$ cat src/hdl/qte_pkg.sv
// Shared constants, widths and the arctangent table for the orientation block.
// No dependencies; qte_sqrt, qte_cordic and quaternion_to_euler_health use it by scoped names.
package qte_pkg;

	localparam int ZW = 30;

	localparam logic [63:0] Q60_ONE = 64'h1000_0000_0000_0000;
	localparam logic [63:0] Q59_ONE = 64'h0800_0000_0000_0000;

	localparam logic signed [ZW-1:0] DEG90  = 30'sd94371840;
	localparam logic signed [ZW-1:0] DEG180 = 30'sd188743680;

	localparam logic [15:0] LIM_WIDE   = 16'd18000;
	localparam logic [15:0] LIM_NARROW = 16'd9000;

	function automatic logic [25:0] atan_deg(input logic [4:0] idx);
		logic [25:0] v;
		unique case (idx)
			5'd0:  v = 26'd47185920;
			5'd1:  v = 26'd27855475;
			5'd2:  v = 26'd14718068;
			5'd3:  v = 26'd7471121;
			5'd4:  v = 26'd3750058;
			5'd5:  v = 26'd1876857;
			5'd6:  v = 26'd938658;
			5'd7:  v = 26'd469357;
			5'd8:  v = 26'd234682;
			5'd9:  v = 26'd117342;
			5'd10: v = 26'd58671;
			5'd11: v = 26'd29335;
			5'd12: v = 26'd14668;
			5'd13: v = 26'd7334;
			5'd14: v = 26'd3667;
			5'd15: v = 26'd1833;
			5'd16: v = 26'd917;
			5'd17: v = 26'd458;
			5'd18: v = 26'd229;
			5'd19: v = 26'd115;
			5'd20: v = 26'd57;
			5'd21: v = 26'd29;
			5'd22: v = 26'd14;
			5'd23: v = 26'd7;
			5'd24: v = 26'd4;
			5'd25: v = 26'd2;
			5'd26: v = 26'd1;
			default: v = 26'd0;
		endcase
		return v;
	endfunction

endpackage

$ cat src/hdl/qte_cordic.sv
// Vectoring CORDIC angle unit: serial normalize, one rotation per cycle, quadrant map,
// conversion to centidegrees with saturation. Uses qte_pkg for the angle table.
module qte_cordic #(
	parameter int STEPS = 16
) (
	input  logic               clk,
	input  logic               arst_n,
	input  logic               start,
	input  logic               yneg,
	input  logic [63:0]        ay,
	input  logic               xneg,
	input  logic [63:0]        ax,
	input  logic               narrow,
	output logic               done,
	output logic signed [15:0] centi
);

	localparam int NIT = (STEPS < 32) ? STEPS : 32;
	localparam int ZW = qte_pkg::ZW;

	typedef enum logic [2:0] {C_IDLE, C_NORM, C_ITER, C_FIN1, C_FIN2} cst_t;

	cst_t                 st_q;
	logic [63:0]          ax_q, ay_q;
	logic                 xneg_q, yneg_q, narrow_q, zero_q;
	logic signed [33:0]   x_q, y_q;
	logic signed [ZW-1:0] z_q, ang_q;
	logic [4:0]           i_q;
	logic                 done_q;
	logic signed [15:0]   centi_q;

	logic signed [33:0]   dx, dy;
	logic signed [ZW-1:0] tab, zc, zq, ang;
	logic [ZW-1:0]        mag;
	logic [35:0]          scaled;
	logic [15:0]          cv, lim, cc;

	always_comb begin
		dx = x_q >>> i_q;
		dy = y_q >>> i_q;
		tab = signed'({4'b0, qte_pkg::atan_deg(i_q)});
		if (z_q < 0) zc = '0;
		else if (z_q > qte_pkg::DEG90) zc = qte_pkg::DEG90;
		else zc = z_q;
		zq = xneg_q ? (qte_pkg::DEG180 - zc) : zc;
		ang = zero_q ? '0 : (yneg_q ? -zq : zq);
		mag = ang_q[ZW-1] ? ZW'(-ang_q) : ZW'(ang_q);
		scaled = (36'(mag) << 6) + (36'(mag) << 5) + (36'(mag) << 2) + 36'h8_0000;
		cv = scaled[35:20];
		lim = narrow_q ? qte_pkg::LIM_NARROW : qte_pkg::LIM_WIDE;
		cc = (cv > lim) ? lim : cv;
	end

	always_ff @(posedge clk or negedge arst_n) begin
		if (!arst_n) begin
			st_q <= C_IDLE;
			ax_q <= '0;
			ay_q <= '0;
			xneg_q <= 1'b0;
			yneg_q <= 1'b0;
			narrow_q <= 1'b0;
			zero_q <= 1'b0;
			x_q <= '0;
			y_q <= '0;
			z_q <= '0;
			ang_q <= '0;
			i_q <= '0;
			done_q <= 1'b0;
			centi_q <= '0;
		end else begin
			done_q <= 1'b0;
			unique case (st_q)
				C_IDLE: begin
					if (start) begin
						ax_q <= ax;
						ay_q <= ay;
						xneg_q <= xneg;
						yneg_q <= yneg;
						narrow_q <= narrow;
						st_q <= C_NORM;
					end
				end
				C_NORM: begin
					priority if ((|ax_q[63:30]) || (|ay_q[63:30])) begin
						ax_q <= ax_q >> 1;
						ay_q <= ay_q >> 1;
					end else if (ax_q == 64'd0 && ay_q == 64'd0) begin
						zero_q <= 1'b1;
						st_q <= C_FIN1;
					end else begin
						zero_q <= 1'b0;
						x_q <= signed'({4'b0, ax_q[29:0]});
						y_q <= signed'({4'b0, ay_q[29:0]});
						z_q <= '0;
						i_q <= '0;
						st_q <= C_ITER;
					end
				end
				C_ITER: begin
					if (!y_q[33]) begin
						x_q <= x_q + dy;
						y_q <= y_q - dx;
						z_q <= z_q + tab;
					end else begin
						x_q <= x_q - dy;
						y_q <= y_q + dx;
						z_q <= z_q - tab;
					end
					i_q <= i_q + 5'd1;
					if (i_q == 5'(NIT - 1)) st_q <= C_FIN1;
				end
				C_FIN1: begin
					ang_q <= ang;
					st_q <= C_FIN2;
				end
				C_FIN2: begin
					centi_q <= ang_q[ZW-1] ? -signed'(cc) : signed'(cc);
					done_q <= 1'b1;
					st_q <= C_IDLE;
				end
				default: st_q <= C_IDLE;
			endcase
		end
	end

	assign done = done_q;
	assign centi = centi_q;

endmodule

$ cat config.mk
export PLATFORM = sky130hd
export DESIGN_NAME = qte_cordic
export DESIGN_NICKNAME = d
export VERILOG_FILES = /design/src/hdl/qte_pkg.sv /design/src/hdl/qte_cordic.sv
export SDC_FILE = /design/constraint.sdc
export NUM_CORES = 1
export LEC_CHECK = 0
export ABC_AREA = 0
export BUFFER_PORTS_ARGS = -buffer_cell sky130_fd_sc_hd__buf_2
export CAP_MARGIN = 20
export CORE_MARGIN = 3
export CORE_UTILIZATION = 55
export DETAILED_ROUTE_END_ITERATION = 8
export MAX_ROUTING_LAYER = met4
export PLACE_DENSITY = 0.73
export SYNTH_ARGS = -nofsm -noshare
export SYNTH_HDL_FRONTEND = slang
export SYNTH_SLANG_ARGS = --single-unit
export TNS_END_PERCENT = 1
$ cat constraint.sdc
create_clock -name clk -period 13.7 [get_ports clk]
set_clock_uncertainty 0.15 [all_clocks]
set_input_delay 0.685 -clock clk [delete_from_list [all_inputs] [get_ports clk]]
set_output_delay 0.685 -clock clk [all_outputs]
set_load 0.01 [all_outputs]
==> reports/qor_table.md <==
| Quantity | Reported |
|:---|:---|
| Global-route wire length before repair | 132,000 µm |
| Count of final max-slew check failures | 0 |
| Standard cell area after detailed placement | 29,400 µm² |
| Reg-to-reg slack, setup | 4.31 ns |
| Critical path class | flip-flop to flip-flop |
| Data required time at the worst endpoint | 14.01 ns |
| WL per Instance | 20.3 µm |
| Buffer levels on the longest clock path | 3 |
| Arrival time of data at the critical path endpoint | 9.70 ns |
| Final hold vios | 0 |
| RSZ-0062 raised after global routing | no |
| Combinational family with the most area after synthesis | compound AO/OA/AOI/OAI gates |
| Post-Route M1 WL | 34,900 µm |
| DIE WIDTH | 233 µm |
| Number of standard cells in the final layout excluding fillers | 4,020 |
| Fmax achieved | 0.107 GHz |
| Total nets after synthesis | 3,646 |
| Worst path max stage delay | 0.58 ns |
| Yosys warning count | 0 |
| Status | finished, final reports clean |
| First-pass iteration count of the detailed router | 6 |
| Post-synthesis instance area | 28,300 µm² |
| Final cycle utilization of the critical path | 0.685 |
| Ratio of total power to cell area | 126 nW/µm² |
| Std-Cell Rows | 82 |
| Residual antenna-violating net count after detailed routing | 0 |
| Adder-cell area share of the yosys netlist | 0.0947 |
| Met3 layer wire length in the routed design | 4430 µm |
| Transition at the pin with the smallest max-transition slack | 1.23 ns |
| Compound-gate portion of the synthesized area | 0.214 |
| Critical R2R Launch | ang_q[4] |
| Worst-skew pair later-pin latency | 0.57 ns |
| Total global routing overflow | 0 |
| Area inside the core boundary | 50,600 µm² |
| Clock transition time at the flip-flop clock pins of the worst setup and hold paths | 0.06 ns |
| Max-slew headroom at the worst pin | 0.182 |
| Met2 Routed Length | 39,400 µm |
| H-tree levels | 2 |
| Drt via density | 6.44 |
| Flop and latch count out of synthesis | 285 |
| Area growth from synthesis to layout | 7.76% |
| Clock tree from TritonCTS | yes |
| Share of post-route cells with drive strength above 1 | 0.125 |
| Min Clock Period, post-route | 9.39 ns |
| Number of clock sinks seen by CTS | 285 |
| I/O pins | 151 |
| Dpl hpwl | 60,100 µm |
| Post-route core utilization | 0.604 |
| Highest routed layer | met4 |
| Die height | 233 µm |
| Setup slack after layout | 4.31 ns |
| Sequential element share of the synthesized area | 0.252 |
| Vias post-DR | 25,900 |
| TritonCTS buffer count | 35 |
| Most prevalent standard cell on the critical path | ha_1 |
| FF-to-FF End | centi[14] |
| Capturing element type of the critical path | flip-flop |
| Top flip-flop cell by instance count after synthesis | dfrtp_1 |
| Max stage delay cell, worst path | or4_1 |
| Iter 0 DRT Violations | 2,352 |
| Worst vdd ir | 133 µV |
| Post-CTS setup buffers | 0 |
| Overall Global Routing Usage | 0.306 |
| Port Buffers | 150 |
| Multiplexer fraction of the synthesized cell area | 0.157 |
| Path type of the worst min-delay path | input port to asynchronous set/reset pin |
| Vias in the first global route | 25,000 |
| Maximum net fanout on the critical path | 17 |
| Initial Utilization | 0.560 |
| Type of element launching the critical path | flip-flop |
| Largest net degree at the start of global routing | 254 |
| Max-cap violations | 0 |
| Mean cell area of the mapped netlist | 8.56 µm² |
| Total length of routed wires | 81,500 µm |
| Finish-stage setup viols | 0 |
| Total placed cells including tap cells | 3,956 |
| Final-layout setup total negative slack | 0 ns |
| Root buf cell | clkbuf_16 |
| Resized Gates After CTS | 0 |
| Worst Reg-to-Reg Cells | 32 |
| Post-detailed-route DRC marker count | 0 |
| Fraction of synthesis flops using an asynchronous set or reset pin | 1.00 |
| Area of the die | 54,300 µm² |
| Initial antenna violation count | 3 |
| Xor/xnor cell area share of the yosys netlist | 0.0797 |
| Count of different cell masters after synthesis | 91 |
| Final design instance area without fill | 30,600 µm² |
| Count of flip-flops with a built-in enable after synthesis | 0 |
| # nets final | 3,657 |
| Leakage | 14.9 nW |
| CTS Hold Bufs | 0 |
| Gpl congestion | 0.960 |
| Post-synthesis share of cell area spent on and, or, nand and nor gates | 0.159 |
| Pre-CTS setup slack | 4.41 ns |
| Number of cells produced by synthesis | 3,310 |
registers in the layout, summed over array words and instances (netlist names), 5 cells and up:
signal / count
ang_q: 30
ax_q: 64
ay_q: 64
centi: 16
i_q: 5
x_q: 34
y_q: 34
z_q: 30
worst max-delay path: cells and delay by family, from the launching register on:
kind                       cells  cell delay [ns]
AOI/OAI and AO/OA             13             3.85
xor gates and xnor gates       3             0.69
adders and majority gates      5             1.66
buffers and inverters          1             0.07
DFF                            1             0.44
muxes                          1             0.17
and+or+nand+nor                9             2.28
cell usage after synthesis (28+ instances only):
| master | n | area [µm²] |
|---|---|---|
| a21o_1 | 80 | 601 |
| nand3_1 | 45 | 225 |
| ha_1 | 181 | 2260 |
| nor4_1 | 42 | 263 |
| clkbuf_1 | 145 | 544 |
| nor3_1 | 41 | 205 |
| o31ai_1 | 35 | 263 |
| inv_1 | 112 | 420 |
| a21oi_1 | 323 | 1620 |
| o21ai_0 | 226 | 1130 |
| mux2i_1 | 198 | 1980 |
| mux2_2 | 31 | 349 |
| xor2_1 | 129 | 1130 |
| a22oi_1 | 34 | 255 |
| mux4_2 | 93 | 2090 |
| nand2_1 | 283 | 1060 |
| nand4_1 | 30 | 188 |
| dfrtp_1 | 285 | 7130 |
| nand2b_1 | 29 | 181 |
| o22ai_1 | 28 | 175 |
| buf_1 | 29 | 109 |
| o21a_1 | 28 | 210 |
| nor2_1 | 307 | 1150 |
| a31oi_1 | 39 | 244 |
| and3_1 | 32 | 200 |
| xnor2_1 | 129 | 1130 |
area by class of cell:
cell class | instances | area, µm²
well taps | 672 | 841
flip-flops and latches | 285 | 7140
diodes | 4 | 10.0
repair buffers | 174 | 966
inverters | 115 | 432
clock inverters | 15 | 200
multi-input cells | 2710 | 20000
clock buffers | 45 | 973
fillers | 4401 | 20000
layout by cell type (no fill, tap or decap), drive strengths merged, types with 45 or more instances in the layout:
cell type,netlist,final
ha,181,181
xnor2,129,129
nor2,307,307
dfrtp,285,285
a21o,80,80
nand3,45,45
mux4,93,93
xor2,129,129
o21ai,239,239
mux2i,198,198
inv,112,113
a21oi,323,323
buf,55,174
clkbuf,145,45
nand2,283,283
how the worst max path moves through the flow:
stage | start | end | slack (ns)
final | ang_q[4] | centi[14] | 4.31
after global routing | ang_q[4] | centi[14] | 3.48
after CTS | ang_q[4] | centi[14] | 4.32
after detailed placement | ang_q[4] | centi[14] | 4.41
after global placement | ang_q[4] | centi[14] | 4.56
after floorplan | ang_q[4] | centi[14] | 5.35
kinds of logic (layout without fill, tap and decap cells):
kind of cell / count (synthesis) / after routing
AO/OA/AOI/OAI: 981 / 981
buffers and inverters: 315 / 349
other: 0 / 4
AND/OR/NAND/NOR: 946 / 946
XOR/XNOR: 258 / 258
multiplexers: 323 / 323
flip-flops: 285 / 285
adder cells (fa/ha/maj): 202 / 202
through the flow:
stage / total power, mW / hold WS [ns]
6_report: 3.86 / 0.0606
3_3_place_gp: 2.82 / 0.310
3_5_place_dp: 2.89 / 0.317
4_1_cts: 3.86 / 0.0758
2_1_floorplan: 2.48 / 0.239
5_1_grt: 4.11 / 0.123
routing by layer:
layer  vias up  track usage
met5         -            -
li1      12200            -
met1     12600        0.398
met3       173       0.0338
met4         0        0.102
met2       921        0.499
where the power goes:
part	leakage (nW)	switching [mW]	total, mW	internal, mW
Combinational	10.6	0.876	1.62	0.743
Sequential	3.73	0.241	1.28	1.04
Clock	0.565	0.393	0.955	0.563
Note: power is estimated with default switching activity, not from simulation.
