[config.mk]
export PLATFORM = sky130hd
export DESIGN_NAME = qte_sqrt
export DESIGN_NICKNAME = d
export VERILOG_FILES = /design/src/hdl/qte_pkg.sv /design/src/hdl/qte_sqrt.sv
export SDC_FILE = /design/constraint.sdc
export NUM_CORES = 1
export LEC_CHECK = 0
export BUFFER_PORTS_ARGS = -buffer_cell sky130_fd_sc_hd__buf_2
export CORE_ASPECT_RATIO = 1.5
export CORE_MARGIN = 5
export CORE_UTILIZATION = 55
export DETAILED_ROUTE_END_ITERATION = 10
export HOLD_SLACK_MARGIN = 0.05
export PLACE_DENSITY = 0.73
export SLEW_MARGIN = 20
export SYNTH_ARGS = -nofsm -noshare
export SYNTH_HDL_FRONTEND = slang
export SYNTH_SLANG_ARGS = --single-unit
[constraint.sdc]
create_clock -name clk -period 6 [get_ports clk]
set_input_delay 0.9 -clock clk [delete_from_list [all_inputs] [get_ports clk]]
set_output_delay 0.9 -clock clk [all_outputs]
set_load 0.05 [all_outputs]
[src/hdl/qte_pkg.sv]
// Shared constants, widths and the arctangent table for the orientation block.
// No dependencies; qte_sqrt, qte_cordic and quaternion_to_euler_health use it by scoped names.
package qte_pkg;

	localparam int ZW = 30;

	localparam logic [63:0] Q60_ONE = 64'h1000_0000_0000_0000;
	localparam logic [63:0] Q59_ONE = 64'h0800_0000_0000_0000;

	localparam logic signed [ZW-1:0] DEG90  = 30'sd94371840;
	localparam logic signed [ZW-1:0] DEG180 = 30'sd188743680;

	localparam logic [15:0] LIM_WIDE   = 16'd18000;
	localparam logic [15:0] LIM_NARROW = 16'd9000;

	function automatic logic [25:0] atan_deg(input logic [4:0] idx);
		logic [25:0] v;
		unique case (idx)
			5'd0:  v = 26'd47185920;
			5'd1:  v = 26'd27855475;
			5'd2:  v = 26'd14718068;
			5'd3:  v = 26'd7471121;
			5'd4:  v = 26'd3750058;
			5'd5:  v = 26'd1876857;
			5'd6:  v = 26'd938658;
			5'd7:  v = 26'd469357;
			5'd8:  v = 26'd234682;
			5'd9:  v = 26'd117342;
			5'd10: v = 26'd58671;
			5'd11: v = 26'd29335;
			5'd12: v = 26'd14668;
			5'd13: v = 26'd7334;
			5'd14: v = 26'd3667;
			5'd15: v = 26'd1833;
			5'd16: v = 26'd917;
			5'd17: v = 26'd458;
			5'd18: v = 26'd229;
			5'd19: v = 26'd115;
			5'd20: v = 26'd57;
			5'd21: v = 26'd29;
			5'd22: v = 26'd14;
			5'd23: v = 26'd7;
			5'd24: v = 26'd4;
			5'd25: v = 26'd2;
			5'd26: v = 26'd1;
			default: v = 26'd0;
		endcase
		return v;
	endfunction

endpackage

[src/hdl/qte_sqrt.sv]
// Digit-by-digit integer square root, one result bit per cycle, for radicands up to 2^60.
// Uses qte_pkg for the starting weight.
module qte_sqrt (
	input  logic        clk,
	input  logic        arst_n,
	input  logic        start,
	input  logic [63:0] n,
	output logic        done,
	output logic [31:0] root
);

	typedef enum logic {S_IDLE, S_RUN} sst_t;

	localparam int SQ_STEPS = 31;

	sst_t        st_q;
	logic [63:0] n_q, r_q, bit_q;
	logic [4:0]  cnt_q;
	logic        done_q;

	logic [63:0] trial;
	logic        ge;

	always_comb begin
		trial = r_q + bit_q;
		ge = n_q >= trial;
	end

	always_ff @(posedge clk or negedge arst_n) begin
		if (!arst_n) begin
			st_q <= S_IDLE;
			n_q <= '0;
			r_q <= '0;
			bit_q <= '0;
			cnt_q <= '0;
			done_q <= 1'b0;
		end else begin
			done_q <= 1'b0;
			unique case (st_q)
				S_IDLE: begin
					if (start) begin
						n_q <= n;
						r_q <= '0;
						bit_q <= qte_pkg::Q60_ONE;
						cnt_q <= '0;
						st_q <= S_RUN;
					end
				end
				S_RUN: begin
					if (ge) begin
						n_q <= n_q - trial;
						r_q <= (r_q >> 1) + bit_q;
					end else begin
						r_q <= r_q >> 1;
					end
					bit_q <= bit_q >> 2;
					cnt_q <= cnt_q + 5'd1;
					if (cnt_q == 5'(SQ_STEPS - 1)) begin
						done_q <= 1'b1;
						st_q <= S_IDLE;
					end
				end
				default: st_q <= S_IDLE;
			endcase
		end
	end

	assign done = done_q;
	assign root = r_q[31:0];

endmodule

==> results.yml, run 1 <==
synthesis:
  synth.avg_cell_area_um2: 7.71
  synth_common_cells: "nand2_1 (278), a21oi_1 (192), o21ai_0 (185)"
  synth_area_leaders: "dfrtp_1 (26%), ha_1 (10%), nand2_1 (6.4%), a21oi_1 (5.9%), o21ai_0 (5.7%)"
  ys_types: 77
  synth_warnings: 0
  syn_nets: 2301
  synth_edf_count: 0
  synth-seq-area-share_pct: 25.6
  netlist_instances: 2103
  yosys.area.top_type_share_pct: 25.6
  yosysMostFrequentCell: "nand2_1"
  yosys_register_bits: 166
  synthArstFlopShare_pct: 100
  syn_area_um2: 16200
  yosys.area.top_type: "dfrtp_1"
  synthFlopType: "dfrtp_1"
cells_and_area:
  fill_cells: 2792
  postLayoutCoreUtil_pct: 59.9
  antenna_cells: 0
  area_growth_pct: 8.22
  nets: 2303
  fin_cells: 2513
  layout-drive-gt1-share_pct: 11.1
drt:
  routedWlPerCell_um: 20.9
  ant_nets: 0
  drc: 0
  drtIter0Drc: 1257
  detail_route.first_pass.iterations: 5
  avgViaCountPerCell: 6.38
  postRouteWirelength_um: 52500
  num_vias: 16000
grt:
  grt_usage_pct: 31.6
  globalRoute.totalOverflow: 0
  grt_pass1_wl_um: 82800
  grt_pass1_vias: 15700
  grt_max_degree: 67
  antenna_found_initial: 0
critical_path:
  critical_path_arrival_ns: 6.10
  worstPathBufferInverterCount: 1
  critPathMaxStageDelay_ns: 0.44
  cp_cell_sequence: "ha_1 -> ha_1 -> a211o_1 -> nor4b_4 -> o211ai_1 -> a2111oi_1 -> a211o_1 -> a221o_1 -> a21o_1 -> nor2b_1 -> o21ai_1 -> xor2_1 -> ha_1 -> nand4_1 -> nor3_1 -> and3_1 -> o31ai_2 -> nand2_2 -> buf_4 -> o31ai_1 -> or2_2 -> a22oi_1"
  start_kind: "flop"
  r2r_start: "r_q[0]"
  reg2reg_depth: 22
  cp-end-kind: "flop"
  critPathSlowestCell: "ha_1"
  worstPathMaxFanout: 32
  r2r-end: "n_q[44]"
  path_delay_family: "compound AO/OA/AOI/OAI gates"
  rrSetupSlack_ns: 0.27
  cpMostUsedCell: "ha_1"
  required_ns: 6.37
  crit_type: "reg -> reg"
floorplanning:
  rows: 77
  die_y_um: 220
  dieArea_um2: 33100
  fp.dieW_um: 150
  io_pins: 100
  initial_core_util_pct: 55.4
  core_um2: 29300
worst_hold_path:
  hold_class: "in -> async"
flow_run:
  drv_cap: 0
place:
  dpl.cell_count: 2480
  io_buffers: 99
  dp_hpwl_um: 40300
  gp_congestion: 0.986
timing:
  max_freq_mhz: 175
  skew_ns: 0.0103
  finalSetupViolCount: 0
  hold_viol: 0
  slew_viol_final: 0
  tightest_slew_ns: 0.902
  setup_tns_ns: 0
  period_share_pct: 95.4
  fin_crit_ns: 5.73
  relSlewSlack_pct: 39.8
clock_network:
  htree_levels: 4
  cts_buffer_depth: 2
  root_buffer: "clkbuf_16"
  clkSlewWorstSetupHoldPaths_ns: 0.08
  cts.sinks: 166
  insertion_delay_ns: 0.46
  cts_hold_buf: 0
  numCtsBuffers: 17
  cts_tree: "built"
pwr:
  p_leak_nw: 7.36
  sequentialPowerShare_pct: 19.3
  p_comb_share_pct: 70.6
  p_int_mw: 5.48
  vdd_drop_max_mv: 0.362
  clockPowerShare_pct: 10.1
  finalPower_mw: 11.7
  p_sw_mw: 6.19
  power.density_nw_per_um2: 665
  swShare_pct: 53.0
outcome:
  status: "completed"
cells by family (layout without fill, tap and decap cells):
kind of cell | after synthesis | in the layout | share of synthesized area (%)
compound gates | 703 | 703 | 27.1
xor+xnor | 177 | 177 | 9.56
fa+ha+maj | 131 | 131 | 10.2
buf+inv | 202 | 217 | 5.61
flops | 166 | 166 | 25.6
mux | 46 | 46 | 2.88
simple gates | 678 | 678 | 19.1
layout make-up:
| type | count | area [um^2] | share of cell area (%) |
|---|---|---|---|
| clock buffer | 19 | 453 | 2.58 |
| clock inverter | 13 | 158 | 0.898 |
| sequential | 166 | 4160 | 23.7 |
| multi-input combinational | 1735 | 11200 | 64.1 |
| tap | 395 | 494 | 2.82 |
| inverter | 40 | 151 | 0.862 |
| timing repair buffer | 145 | 893 | 5.09 |
power by group through the flow:
stage               Sequential, mW  Clock (mW)  Combinational (mW)
finish                        2.25        1.18                8.24
global route                  2.29        1.24                9.10
CTS                           2.24        1.20                8.11
detailed placement            2.25           0                8.06
global placement              2.24           0                7.96
floorplan                     1.95           0                6.28
registers in the layout, indices dropped and copies added, names as in the netlist:
register	flops
n_q	64
bit_q	31
st_q	1
r_q	64
cnt_q	5
done	1
worst register-to-register path: stages, from the launching register on:
cell and delay, ns:
dfrtp_1 0.40, ha_1 0.25, ha_1 0.24, a211o_1 0.34, nor4b_4 0.15, o211ai_1 0.25, a2111oi_1 0.13, a211o_1 0.36
a221o_1 0.39, a21o_1 0.23, nor2b_1 0.15, o21ai_1 0.16, xor2_1 0.12, ha_1 0.44, nand4_1 0.18, nor3_1 0.32
and3_1 0.27, o31ai_2 0.13, nand2_2 0.10, buf_4 0.42, o31ai_1 0.14, or2_2 0.31, a22oi_1 0.16
metal layers:
layer | routed length, um | GRT usage, % | share of wire [%]
met1 | 19300 | 33.9 | 37
met5 | 0 | 0 | 0
met4 | 4000 | 21.5 | 7.6
met2 | 27100 | 57.6 | 52
met3 | 2100 | 3.52 | 4.0
worst max path at each step:
stage	endpoint	from	cells past startpoint	slack, ns
final	n_q[44]	r_q[0]	22	0.27
after detailed placement	r_q[49]	r_q[14]	22	0.19
after floorplan	r_q[14]	r_q[2]	24	0.89
after CTS	n_q[38]	r_q[14]	23	0.13
after global routing	r_q[43]	bit_q[8]	21	-0.03
after global placement	r_q[49]	bit_q[2]	21	0.30
layout by cell type (no fill, tap or decap), types with 7 or more instances in the layout:
cell       count
dfrtp_1      165
a22o_1        27
o31ai_1       14
xnor2_1       98
o21ai_0      183
a21oi_1      188
nand2_1      277
buf_2         98
or2_2          7
inv_1         39
a211oi_1      31
ha_1         129
a31o_2        13
clkbuf_16     18
xor2_1        79
nor3_1        31
a31oi_1       63
mux2i_1       41
nor2_1       170
nand2b_1       7
or4_1          7
buf_4         42
and3_1        10
a22oi_1        8
nand3_1       34
nor2b_1       29
o21ai_1        7
a21o_1        30
and2_1         8
nand4_1       62
nor4_1        10
a32oi_1        7
o21bai_1      32
o211ai_1      14
o21a_1        12
o22ai_1        7
timing repair:
action,CTS,global route
setup endpoints to repair,0,128
endpoints found under the hold margin,0,0
setup buffers,0,0
resized for setup,0,19
metrics by stage:
stage               setup slack, ns  instance area (um^2)  hold WS, ns
global placement              0.303                 16800        0.490
detailed placement            0.187                 16800        0.511
global route                -0.0286                 17600        0.437
CTS                           0.125                 17500        0.408
floorplan                     0.889                 16200        0.479
finish                        0.275                 17600        0.391
Note: power is estimated with default switching activity, not from simulation.
==> inputs of run 2 (changes only) <==
--- a/config.mk
+++ b/config.mk
@@ -5,13 +5,13 @@
 export SDC_FILE = /design/constraint.sdc
 export NUM_CORES = 1
 export LEC_CHECK = 0
-export BUFFER_PORTS_ARGS = -buffer_cell sky130_fd_sc_hd__buf_2
 export CORE_ASPECT_RATIO = 1.5
 export CORE_MARGIN = 5
 export CORE_UTILIZATION = 55
 export DETAILED_ROUTE_END_ITERATION = 10
+export DONT_BUFFER_PORTS = 1
 export HOLD_SLACK_MARGIN = 0.05
-export PLACE_DENSITY = 0.73
+export PLACE_DENSITY = 0.7
 export SLEW_MARGIN = 20
 export SYNTH_ARGS = -nofsm -noshare
 export SYNTH_HDL_FRONTEND = slang
==> run 2 against run 1 <==
Critical path type unchanged; register-to-register slack hardly changed; flip-flop and latch count unchanged; worst setup slack got worse by 0.0035 ns; design area fell by 2.4%; combinational power down 0.6%; fmax barely moved; utilization shrank 1.4 points.
==> results.yml, run 2 (synthesized netlist as in run 1, its figures left out) <==
outcome:
  status: "completed"
cells_and_area:
  final_cell_mix: "nand2_1 (277), a21oi_1 (190), o21ai_0 (184), nor2_1 (170), dfrtp_1 (165)"
  nets: 2216
  layout-drive-gt1-share_pct: 6.99
  area_growth_pct: 5.63
  reg_top3: "n_q: 64 flops, r_q: 64 flops, bit_q: 31 flops"
  final_common_cell: "nand2_1"
  design_area_um2: 17100
  fin_cells: 2426
  antenna_cells: 0
drt:
  avgViaCountPerCell: 6.43
  routedWlPerCell_um: 21.8
  num_vias: 15600
  ant_nets: 0
  drtIter0Drc: 1021
  detail_route.first_pass.iterations: 5
  drc: 0
  postRouteWirelength_um: 52800
timing:
  setup_tns_ns: 0
  relSlewSlack_pct: 38.2
  fin_crit_ns: 5.73
  slew_viol_final: 0
  holdWs_ns: 0.128
  skew_ns: 0.0102
  tightest_slew_ns: 0.927
  period_share_pct: 95.5
  max_freq_mhz: 175
  rsz0062_at_grt: "no"
  hold_viol: 0
  finalSetupViolCount: 0
floorplanning:
  core_um2: 29300
  dieArea_um2: 33100
  die_y_um: 220
  initial_core_util_pct: 55.4
  rows: 77
  fp.dieW_um: 150
  io_pins: 100
place:
  dpl.cell_count: 2393
  dp_hpwl_um: 39900
  gp_congestion: 0.961
  io_buffers: 0
  placed_cell_area_um2: 16400
critical_path:
  start_kind: "flop"
  crit_type: "reg -> reg"
  cp_cell_sequence: "ha_1 -> a31oi_1 -> nor2_1 -> o311ai_0 -> a21oi_1 -> a211o_1 -> a221o_1 -> a21o_1 -> nor2b_1 -> or2_2 -> ha_1 -> nand2_1 -> o21ai_0 -> a21o_1 -> a221oi_2 -> and2_2 -> buf_12 -> a21oi_2 -> and4b_2 -> a211o_1"
  reg2reg_depth: 20
  worstPathBufferInverterCount: 1
  required_ns: 6.35
  path_depth: 20
  r2r_start: "r_q[38]"
  critPathSlowestCell: "dfrtp_1"
  path_delay_family: "compound AO/OA/AOI/OAI gates"
  r2r-end: "r_q[62]"
  worstPathMaxFanout: 56
  critical_path_arrival_ns: 6.08
  critPathMaxStageDelay_ns: 0.51
  rrSetupSlack_ns: 0.27
  cp-end-kind: "flop"
clock_network:
  numCtsBuffers: 17
  insertion_delay_ns: 0.46
  cts.sinks: 166
  root_buffer: "clkbuf_16"
  clkSlewWorstSetupHoldPaths_ns: 0.07
  cts_buffer_depth: 2
  cts_tree: "built"
  htree_levels: 4
worst_hold_path:
  hold_class: "in -> async"
pwr:
  power.density_nw_per_um2: 677
  p_leak_nw: 7.00
  vdd_drop_max_mv: 0.386
  finalPower_mw: 11.6
grt:
  grt_max_degree: 167
  antenna_found_initial: 0
  grt_pass1_wl_um: 82800
  grt_pass1_vias: 15400
  grt_usage_pct: 31.8
  globalRoute.totalOverflow: 0
flow_run:
  drv_cap: 0
run 2: worst max path at each step:
stage	from	to	slack, ns
after floorplan	r_q[2]	r_q[14]	0.89
after global placement	bit_q[0]	r_q[62]	0.21
after global routing	r_q[38]	r_q[62]	0.01
final	r_q[38]	r_q[62]	0.27
after detailed placement	bit_q[0]	r_q[62]	0.12
after CTS	bit_q[10]	r_q[62]	0.09
run 2: power by group:
part,switching [mW],internal [mW],total (mW)
registers,0.579,1.62,2.19
logic,5.01,3.18,8.19
clock network,0.505,0.704,1.21
run 2: layout make-up:
cell class | instances | area (um^2)
multi-input cells | 1735 | 11200
clock buffers | 23 | 488
repair buffers | 58 | 473
inverters | 40 | 151
clock inverters | 9 | 140
flip-flops and latches | 166 | 4160
fillers | 2806 | 12200
well taps | 395 | 494
run 2: stage by stage:
step | util, % | setup WS, ns
global placement | 56.2 | 0.210
floorplan | - | 0.889
finish | 58.5 | 0.271
detailed placement | 56.2 | 0.116
CTS | 58.3 | 0.0874
global route | 58.5 | 0.00989
run 2: layer usage:
metal / up-vias / wire [um] / part of all wire [%] / GRT usage [%]
li1: 7469 / - / - / -
met1: 7426 / 19400 / 37 / 34.5
met2: 519 / 26700 / 51 / 56.8
met3: 175 / 2460 / 4.7 / 4.18
met4: 0 / 4180 / 7.9 / 22.4
met5: - / 0 / 0 / 0
run 2: what timing repair did:
action                     in CTS  in global routing
buffers inserted                0                  1
setup endpoints to repair       0                 96
hold buffers                    0                  0
gates resized for setup         0                 10
