`src/hdl/qte_mul.sv`:
```
// Bit-serial signed 32x32 multiplier: one multiplier bit per cycle, exact 64-bit product.
// Depends on nothing but the clock and reset.
module qte_mul (
	input  logic               clk,
	input  logic               arst_n,
	input  logic               start,
	input  logic signed [31:0] a,
	input  logic signed [31:0] b,
	output logic               done,
	output logic signed [63:0] p
);

	typedef enum logic [1:0] {M_IDLE, M_RUN, M_FIN} mst_t;

	mst_t               st_q;
	logic [31:0]        mc_q;
	logic [64:0]        prod_q;
	logic               neg_q;
	logic [4:0]         cnt_q;
	logic               done_q;
	logic signed [63:0] p_q;

	logic [31:0] amag, bmag;
	logic [32:0] hi;

	always_comb begin
		amag = a[31] ? 32'(-a) : 32'(a);
		bmag = b[31] ? 32'(-b) : 32'(b);
		hi = prod_q[0] ? (prod_q[64:32] + {1'b0, mc_q}) : prod_q[64:32];
	end

	always_ff @(posedge clk or negedge arst_n) begin
		if (!arst_n) begin
			st_q <= M_IDLE;
			mc_q <= '0;
			prod_q <= '0;
			neg_q <= 1'b0;
			cnt_q <= '0;
			done_q <= 1'b0;
			p_q <= '0;
		end else begin
			done_q <= 1'b0;
			unique case (st_q)
				M_IDLE: begin
					if (start) begin
						mc_q <= amag;
						prod_q <= {33'd0, bmag};
						neg_q <= a[31] ^ b[31];
						cnt_q <= '0;
						st_q <= M_RUN;
					end
				end
				M_RUN: begin
					prod_q <= {1'b0, hi, prod_q[31:1]};
					cnt_q <= cnt_q + 5'd1;
					if (cnt_q == 5'd31) st_q <= M_FIN;
				end
				M_FIN: begin
					p_q <= neg_q ? -signed'(prod_q[63:0]) : signed'(prod_q[63:0]);
					done_q <= 1'b1;
					st_q <= M_IDLE;
				end
				default: st_q <= M_IDLE;
			endcase
		end
	end

	assign done = done_q;
	assign p = p_q;

endmodule

```
`config.mk`:
```
export PLATFORM = sky130hd
export DESIGN_NAME = qte_mul
export DESIGN_NICKNAME = d
export VERILOG_FILES = /design/src/hdl/qte_mul.sv
export SDC_FILE = /design/constraint.sdc
export NUM_CORES = 1
export LEC_CHECK = 0
export BUFFER_PORTS_ARGS = -buffer_cell sky130_fd_sc_hd__buf_2
export CAP_MARGIN = 15
export CORE_ASPECT_RATIO = 1.5
export CORE_MARGIN = 4
export CORE_UTILIZATION = 50
export DETAILED_ROUTE_END_ITERATION = 7
export PLACE_DENSITY = 0.73
export SETUP_SLACK_MARGIN = 0.5
export SYNTH_ARGS = -nofsm -noshare
export SYNTH_HDL_FRONTEND = slang
export SYNTH_SLANG_ARGS = --single-unit
```
`constraint.sdc`:
```
create_clock -name clk -period 3.1 [get_ports clk]
set_clock_uncertainty 0.2 [all_clocks]
set_input_delay 0 -clock clk [delete_from_list [all_inputs] [get_ports clk]]
set_output_delay 0 -clock clk [all_outputs]
set_load 0.05 [all_outputs]
```
==> metrics.cfg, run 1 <==
[power_and_ir_drop]
p_seq_frac=0.270
switching_share=0.455
ir_worst_vdd_v=0.000524
switching_power_mw=6.74
internal_power_mw=8.09
power_density_nw_per_um2=1000
p_total_mw=14.8
clkPwrFrac=0.141
cellLeakagePower_nw=6.66
power_frac_comb=0.589

[timing]
worst_pin_slew_ns=0.700
setup_violations=0
drv_slew=0
whs_ns=-0.00835
maxSlewHeadroom=0.533
fin_crit_ns=2.97
period_share=0.959
timing.fmax_mhz=337
hold_viol=1
rsz0062_at_grt=yes

[routing]
firstDrtPassIters=5
drt-total-wl_um=31800
vias_per_cell=5.94
initialDrtViolationCount=725
wire_per_inst_um=18.1
ant_nets=0
drc_errors=0
vias=10457

[die]
rows=65
die_y_um=187
start_util=0.508
die_area_um2=23800
core_um2=21000
die_w_um=127
ios=132

[clock_network]
insertion_delay_ns=0.44
clkTransAtPathRegs_ns=0.06
cts.sinks=169
cts_buffer_depth=2
cts_buffers=17
h-tree-depth=4
cts-root-buf=clkbuf_16
cts_tree=yes

[synthesis]
yosysSeqAreaShare=0.396
synth_edf_count=0
synthesis.area_um2=10700
synth_seq_cells=169
synthFlopType=dfrtp_1
synth_cell_types=62
ys_top_cells_by_area=dfrtp_1, xor2_1, o21ai_0
syn_nets=1316
yosys.area.top_type=dfrtp_1
yosys.area.top_type_share=0.396
syn_inst=1211
synthArstFlopShare=1.00
ys_warn_count=0
synth_area_per_cell_um2=8.81

[layout]
area_growth_pct=38.9
multi_input_area_um2=7160
fin_cells=1761
drive_gt1_frac=0.281
fillers=1560
antenna_cells=0
utilization=0.706
final_nets=1586
regArea_um2=4250

[worst_setup_path]
required_ns=3.21
path_max_fanout=5
crit_type=reg2reg
startpoint=prod_q[22]
cp.arrival_ns=3.08
r2r_start=prod_q[22]
critPathLaunchType=flop
endpoint_kind=flop

[placement]
place_congestion=0.929
dp_hpwl_um=20200
dp_cells=1587
io_buffers=131

[global_routing]
grtUsageTotal=0.258
gr-total-overflow=0
grt_pass1_vias=10322
grt_max_degree=95
antenna_found_initial=0
grt_pass1_wl_um=50600

[min_path]
hp-class=in2reg
hold_start=a[12]

[run_status]
outcome=finished, violations left
violations=negative hold slack

[job]
drv_cap=0

[Yosys cell counts, drive strengths merged, types with 4 or more instances]
master	number
a21o	14
and3	15
o21ai	209
or2	6
a21oi	44
a32oi	5
ha	37
or3	9
a31oi	12
mux2i	17
inv	15
o21a	4
dfrtp	169
and2	5
nand2	172
nand3	22
nand4	10
nor2b	8
o41ai	19
or4	20
nor4	11
o31ai	38
clkbuf	66
xor2	119
xnor2	29
a21boi	5
a22oi	29
nor2	37
nand2b	10
buf	5
nor3	12
[stage by stage]
step	instance area (um2)	setup slack, ns	setup TNS, ns
2_1_floorplan	10900	0.356	0
3_3_place_gp	12000	0.0251	0
3_5_place_dp	12000	-0.0203	-0.0403
4_1_cts	14200	0.222	0
5_1_grt	14800	0.0198	0
6_report	14800	0.129	0
[flip-flops by register name, summed over array words and instances (netlist names)]
register,count
p,64
st_q,2
prod_q,64
mc_q,32
cnt_q,5
done,1
neg_q,1
[layer usage]
layer  vias up  share of wire  GRT usage  routed length [um]
met2       384           0.53      0.455               16800
met5         -              0          0                   0
met3        79          0.045     0.0366                1430
li1       4926              -          -                   -
met4         0          0.035      0.118                1100
met1      5068           0.39      0.306               12500
[worst max-delay path, cell delays in order (launching register included)]
cell and delay (ns):
dfrtp_1 0.42, or4_4 0.58, nor4_4 0.33, buf_4 0.17, nand2_2 0.12, or4_4 0.59, o31ai_4 0.19, xor2_1 0.17
o21ai_1 0.08
[cell type report]
| type | count | share of cell area |
|---|---|---|
| repair buffers | 322 | 0.166 |
| clock inverters | 8 | 0.00650 |
| inverters | 15 | 0.00380 |
| flip-flops and latches | 169 | 0.287 |
| clock buffers | 23 | 0.0316 |
| well taps | 268 | 0.0226 |
| multi-input cells | 956 | 0.483 |
[what timing repair did]
action / 4_1_cts / 5_1_grt
pin swaps: 40 / 64
setup endpoints to repair: 61 / 98
buffers inserted: 19 / 28
gates cloned: 0 / 0
gates resized for setup: 129 / 112
hold buffers: 98 / 1
endpoints found under the hold margin: 204 / 1
[power groups by stage]
stage	Combinational, mW	Clock [mW]	Sequential, mW
final	8.74	2.09	4.00
after global routing	9.50	2.21	4.09
after CTS	7.83	2.11	3.91
after detailed placement	6.89	0	3.89
after global placement	6.77	0	3.86
after floorplan	4.88	0	4.04
[placed cells by master (no fill, tap or decap), types with 16 or more instances in the layout]
cell type        n
o21ai_1         42
xnor2_1         29
buf_4           75
a21oi_1         37
xor2_1         118
clkbuf_16       17
dlygate4sd3_1   93
nor2_1          29
buf_2          128
mux2i_1         17
ha_1            19
nand2_1        158
nand3_1         19
dfrtp_2         16
o31ai_1         20
o21ai_0        153
a22oi_1         28
dfrtp_1        153
buf_6           19
[logic make-up (layout without fill, tap and decap cells)]
logic type,Yosys count,in the layout,share of synthesized area
AO/OA/AOI/OAI,403,403,0.229
AND/OR/NAND/NOR,349,349,0.160
adder cells (fa/ha/maj),38,38,0.0453
buffers and inverters,86,368,0.0306
multiplexers,18,18,0.0170
flip-flops,169,169,0.396
XOR/XNOR,148,148,0.121
[final timing paths]
kind                              end  depth (start not counted)  slack [ns]
max                             p[44]                          8        0.13
min                          mc_q[31]                          5      -0.008
max reg2reg                     p[44]                          8        0.13
min reg2reg                     p[29]                          2        0.27
max in group asynchronous  prod_q[26]                          4        1.21
min in group asynchronous     mc_q[4]                          3        0.54
Power figures use the tool's default switching activity.
==> run 2, diff against run 1 <==
==> constraint.sdc (replaced) <==
create_clock -name clk -period 3.1 [get_ports clk]
set_clock_uncertainty 0.2 [all_clocks]
set_input_delay 0.31 -clock clk [delete_from_list [all_inputs] [get_ports clk]]
set_output_delay 0.31 -clock clk [all_outputs]
set_load 0.05 [all_outputs]
==> metrics.cfg, run 2 (synthesis results as in run 1) <==
[die]
die_w_um=127  ; unchanged
rows=65  ; unchanged
start_util=0.508  ; unchanged
core_um2=21000  ; unchanged
ios=132  ; unchanged
die_y_um=187  ; unchanged
die_area_um2=23800  ; unchanged

[routing]
initialDrtViolationCount=843  ; was 725
ant_nets=0  ; unchanged
wire_per_inst_um=18.1  ; about the same
firstDrtPassIters=6  ; was 5
vias=10176  ; was 10457
drt-total-wl_um=31100  ; was 31800 um
drc_errors=0  ; unchanged
vias_per_cell=5.92  ; was 5.94

[job]
drv_cap=0  ; unchanged

[global_routing]
antenna_found_initial=0  ; unchanged
grt_pass1_wl_um=49200  ; was 50600 um
gr-total-overflow=0  ; unchanged
grt_max_degree=95  ; unchanged
grt_pass1_vias=9924  ; was 10322
grtUsageTotal=0.252  ; was 0.258

[layout]
final_common_cell=dfrtp_1  ; was nand2_1
drive_gt1_frac=0.321  ; was 0.281
final_nets=1543  ; was 1586
regArea_um2=4240  ; was 4250 um2
area_growth_pct=35.0  ; was 38.9%
fin_cells=1719  ; was 1761
fillers=1610  ; was 1560
multi_input_area_um2=7190  ; was 7160 um2
final_cell_mix=dfrtp_1, nand2_1, o21ai_0, buf_2, xor2_1  ; was nand2_1, o21ai_0, dfrtp_1, buf_2, xor2_1
antenna_cells=0  ; unchanged

[clock_network]
cts.sinks=169  ; unchanged
cts_tree=yes  ; unchanged
h-tree-depth=4  ; unchanged
clkTransAtPathRegs_ns=0.07  ; was 0.06 ns
cts-root-buf=clkbuf_16  ; unchanged
cts_buffer_depth=2  ; unchanged
insertion_delay_ns=0.44  ; about the same
cts_buffers=17  ; unchanged

[timing]
period_share=0.945  ; was 0.959
fin_crit_ns=2.93  ; was 2.97 ns
whs_ns=0.00641  ; was -0.00835 ns
setup_violations=0  ; unchanged
rsz0062_at_grt=yes  ; unchanged
worst_pin_slew_ns=0.837  ; was 0.700 ns
hold_viol=0  ; was 1
maxSlewHeadroom=0.442  ; was 0.533
drv_slew=0  ; unchanged
timing.fmax_mhz=341  ; was 337 MHz

[power_and_ir_drop]
cellLeakagePower_nw=6.55  ; was 6.66 nW
power_density_nw_per_um2=1050  ; was 1000 nW/um2
ir_worst_vdd_v=0.000567  ; was 0.000524 V
p_seq_frac=0.260  ; was 0.270
internal_power_mw=8.34  ; was 8.09 mW
clkPwrFrac=0.149  ; was 0.141
power_frac_comb=0.591  ; was 0.589
switching_power_mw=6.84  ; was 6.74 mW
switching_share=0.451  ; was 0.455

[worst_setup_path]
worst_path_max_delay_cell=or4_4  ; unchanged
cp_common_cell=or4_4  ; unchanged
worstPathCellList=or4_4 -> nor3_2 -> buf_4 -> nand4bb_1 -> buf_6 -> or4_4 -> o41ai_2 -> xor2_1 -> o21ai_0  ; was or4_4 -> nor4_4 -> buf_4 -> nand2_2 -> or4_4 -> o31ai_4 -> xor2_1 -> o21ai_1
cp.arrival_ns=3.04  ; was 3.08 ns
slowest_delay_ns=0.57  ; was 0.59 ns
critPathLaunchType=flop  ; unchanged
path_max_fanout=5  ; unchanged
crit_type=reg2reg  ; unchanged
endpoint_kind=flop  ; unchanged
required_ns=3.21  ; about the same

[placement]
dp_hpwl_um=21000  ; was 20200 um
place_congestion=0.913  ; was 0.929
dp_cells=1620  ; was 1587
io_buffers=131  ; unchanged

[run_status]
outcome=finished clean  ; was finished, violations left

[min_path]
hp-class=in2reg  ; unchanged

## run 2: worst paths after layout
| check | start | endpoint | slack (ns) | depth (start not counted) |
|---|---|---|---|---|
| min in group asynchronous | arst_n | prod_q[34] | 0.31 | 2 |
| max in group asynchronous | arst_n | prod_q[51] | 1.63 | 3 |
| setup / recovery | prod_q[5] | p[31] | 0.17 | 9 |
| setup reg to reg | prod_q[5] | p[31] | 0.17 | 9 |
| hold reg to reg | p[11] | p[11] | 0.28 | 2 |
| hold / removal | a[6] | mc_q[6] | 0.006 | 3 |
## run 2: stage by stage
| step | setup WS, ns | setup TNS [ns] | util | instance area (um2) | power (mW) |
|---|---|---|---|---|---|
| after detailed placement | -0.0284 | -0.0284 | 0.589 | 12400 | 11.2 |
| after global routing | 0.0961 | 0 | 0.686 | 14400 | 16.2 |
| after global placement | -0.0342 | -0.0342 | 0.589 | 12400 | 11.0 |
| final | 0.171 | 0 | 0.686 | 14400 | 15.2 |
| after CTS | 0.204 | 0 | 0.657 | 13800 | 14.2 |
| after floorplan | 0.218 | 0 | - | 10900 | 8.96 |
## run 2: area by class of cell
cell class,instances,area share
well taps,268,0.0233
flip-flops and latches,169,0.295
clock inverters,10,0.00973
clock buffers,22,0.0336
multi-input cells,956,0.499
repair buffers,279,0.135
inverters,15,0.00391
## run 2: per-layer routing
metal  vias up  GRT usage  wire length (um)
met1      4917      0.300             12200
met4         0      0.107              1070
met2       339      0.447             16300
met5         -          0                 0
li1       4840          -                 -
met3        80     0.0366              1460
## run 2: power groups by stage
stage,sequential (mW),clock (mW),combinational (mW)
detailed placement,3.84,0,7.33
CTS,3.85,2.28,8.07
global placement,3.82,0,7.17
finish,3.95,2.26,8.97
global route,4.04,2.37,9.79
floorplan,4.05,0,4.91
## run 2: timing repair
action                                  4_1_cts  5_1_grt
resized for setup                           115      118
setup buffers                                28       22
pin swaps                                    42       62
hold buffers                                 16        0
hold endpoints to repair                     92        0
endpoints found under the setup margin       64       85
gates cloned                                  1        0
## run 2: critical path, delay by kind of cell, from the launching register on
kind | cells | cell delay, ns
DFF | 1 | 0.40
buffers and inverters | 2 | 0.32
xor gates and xnor gates | 1 | 0.18
AOI/OAI and AO/OA | 2 | 0.34
and+or+nand+nor | 4 | 1.37
==> run 3, diff against run 2 <==
- CORE_ASPECT_RATIO: 1.5 -> 0.75
==> metrics.cfg, run 3 (synthesis results as in run 1) <==
[run_status]
outcome=finished, violations left  ; was finished clean
violations=negative hold slack

[worst_setup_path]
path_max_fanout=3  ; was 5
cp.arrival_ns=3.15  ; was 3.04 ns
crit_type=reg2reg  ; unchanged
required_ns=3.26  ; was 3.21 ns
endpoint_kind=flop  ; unchanged
critPathLaunchType=flop  ; unchanged

[global_routing]
antenna_found_initial=0  ; unchanged
grt_pass1_vias=9724  ; was 9924
gr-total-overflow=0  ; unchanged
grtUsageTotal=0.258  ; was 0.252
grt_max_degree=94  ; was 95
grt_pass1_wl_um=50300  ; was 49200 um

[power_and_ir_drop]
power_density_nw_per_um2=1080  ; was 1050 nW/um2
ir_worst_vdd_v=0.000581  ; was 0.000567 V
cellLeakagePower_nw=6.60  ; was 6.55 nW
p_total_mw=15.6  ; was 15.2 mW

[clock_network]
clkTransAtPathRegs_ns=0.07  ; about the same
cts.sinks=169  ; unchanged
h-tree-depth=4  ; unchanged
cts_buffers=17  ; unchanged
cts_tree=yes  ; unchanged
cts_buffer_depth=2  ; unchanged
insertion_delay_ns=0.44  ; about the same
cts-root-buf=clkbuf_16  ; unchanged

[layout]
area_growth_pct=35.8  ; was 35.0%
drive_gt1_frac=0.336  ; was 0.321
antenna_cells=0  ; unchanged
final_nets=1540  ; was 1543
fin_area_um2=14500  ; was 14400 um2
fin_cells=1730  ; was 1719
final_common_cell=nand2_1  ; was dfrtp_1
final_cell_mix=nand2_1, dfrtp_1, o21ai_0, buf_2, xor2_1  ; was dfrtp_1, nand2_1, o21ai_0, buf_2, xor2_1

[die]
die_y_um=135  ; was 187 um
core_um2=20600  ; was 21000 um2
die_w_um=177  ; was 127 um
die_area_um2=23800  ; about the same
rows=45  ; was 65
start_util=0.518  ; was 0.508
ios=132  ; unchanged

[routing]
drt-total-wl_um=32800  ; was 31100 um
vias=10365  ; was 10176
wire_per_inst_um=19.0  ; was 18.1 um
ant_nets=0  ; unchanged
vias_per_cell=5.99  ; was 5.92
drc_errors=0  ; unchanged
firstDrtPassIters=5  ; was 6
initialDrtViolationCount=987  ; was 843

[placement]
place_area_um2=12300  ; was 12400 um2
dp_hpwl_um=20900  ; was 21000 um
place_congestion=0.890  ; was 0.913
dp_cells=1632  ; was 1620
io_buffers=131  ; unchanged

[timing]
drv_slew=0  ; unchanged
timing.fmax_mhz=334  ; was 341 MHz
setup_violations=0  ; unchanged
fin_crit_ns=2.99  ; was 2.93 ns
rsz0062_at_grt=yes  ; unchanged
period_share=0.965  ; was 0.945
worst_pin_slew_ns=1.15  ; was 0.837 ns
whs_ns=-0.0178  ; was 0.00641 ns
maxSlewHeadroom=0.234  ; was 0.442
hold_viol=1  ; was 0

[min_path]
hp-class=in2reg  ; unchanged

[job]
drv_cap=0  ; unchanged

[run 3: layout make-up]
| cell class | count | area [um2] |
|---|---|---|
| clock inverters | 14 | 186 |
| clock buffers | 18 | 439 |
| multi-input cells | 956 | 7310 |
| inverters | 15 | 56.3 |
| repair buffers | 276 | 1900 |
| fillers | 1517 | 6120 |
| flip-flops and latches | 169 | 4250 |
| well taps | 282 | 353 |
[run 3: worst paths after layout]
check                        start    endpoint  slack (ns)  depth (start not counted)
max reg2reg                mc_q[0]  prod_q[60]        0.11                         12
min                           a[9]     mc_q[9]       -0.02                          3
min reg2reg                  p[34]       p[34]        0.28                          2
max in group asynchronous   arst_n  prod_q[21]        1.50                          3
min in group asynchronous   arst_n     mc_q[4]        0.34                          2
max                        mc_q[0]  prod_q[60]        0.11                         12
[run 3: per-stage QoR]
step	util	setup WS, ns	setup TNS [ns]
floorplan	-	0.218	0
finish	0.703	0.110	0
detailed placement	0.597	-0.0536	-0.0536
global route	0.703	0.0458	0
CTS	0.672	0.240	0
global placement	0.597	0.00541	0
[run 3: what timing repair did]
action,4_1_cts,5_1_grt
resized for setup,137,134
endpoints found under the hold margin,97,0
cloned,0,0
hold buffers,7,0
pin swaps,76,75
buffers inserted,37,22
endpoints found under the setup margin,63,76
[run 3: layer usage]
metal  GRT usage  vias to the layer above  routed length, um
li1            -                     4838                  -
met5           0                        -                  0
met2       0.412                      402              15600
met3      0.0375                       61               1980
met4      0.0640                        0                747
met1       0.374                     5064              14500
[run 3: critical path, stage by stage (launching register included)]
cell	delay, ns
dfrtp_1	0.47
ha_4	0.21
buf_4	0.13
buf_4	0.12
a21o_1	0.20
and4_4	0.16
a311oi_4	0.35
o21ai_4	0.13
buf_4	0.17
o21ai_4	0.21
o2111a_1	0.25
xnor2_1	0.14
a2bb2oi_1	0.17
[run 3: report_power, final]
| group | total, mW | switching [mW] | internal (mW) |
|---|---|---|---|
| sequential | 4.01 | 1.02 | 2.99 |
| combinational | 9.29 | 5.24 | 4.05 |
| clock | 2.30 | 0.989 | 1.31 |
| total | 15.6 | 7.25 | 8.36 |
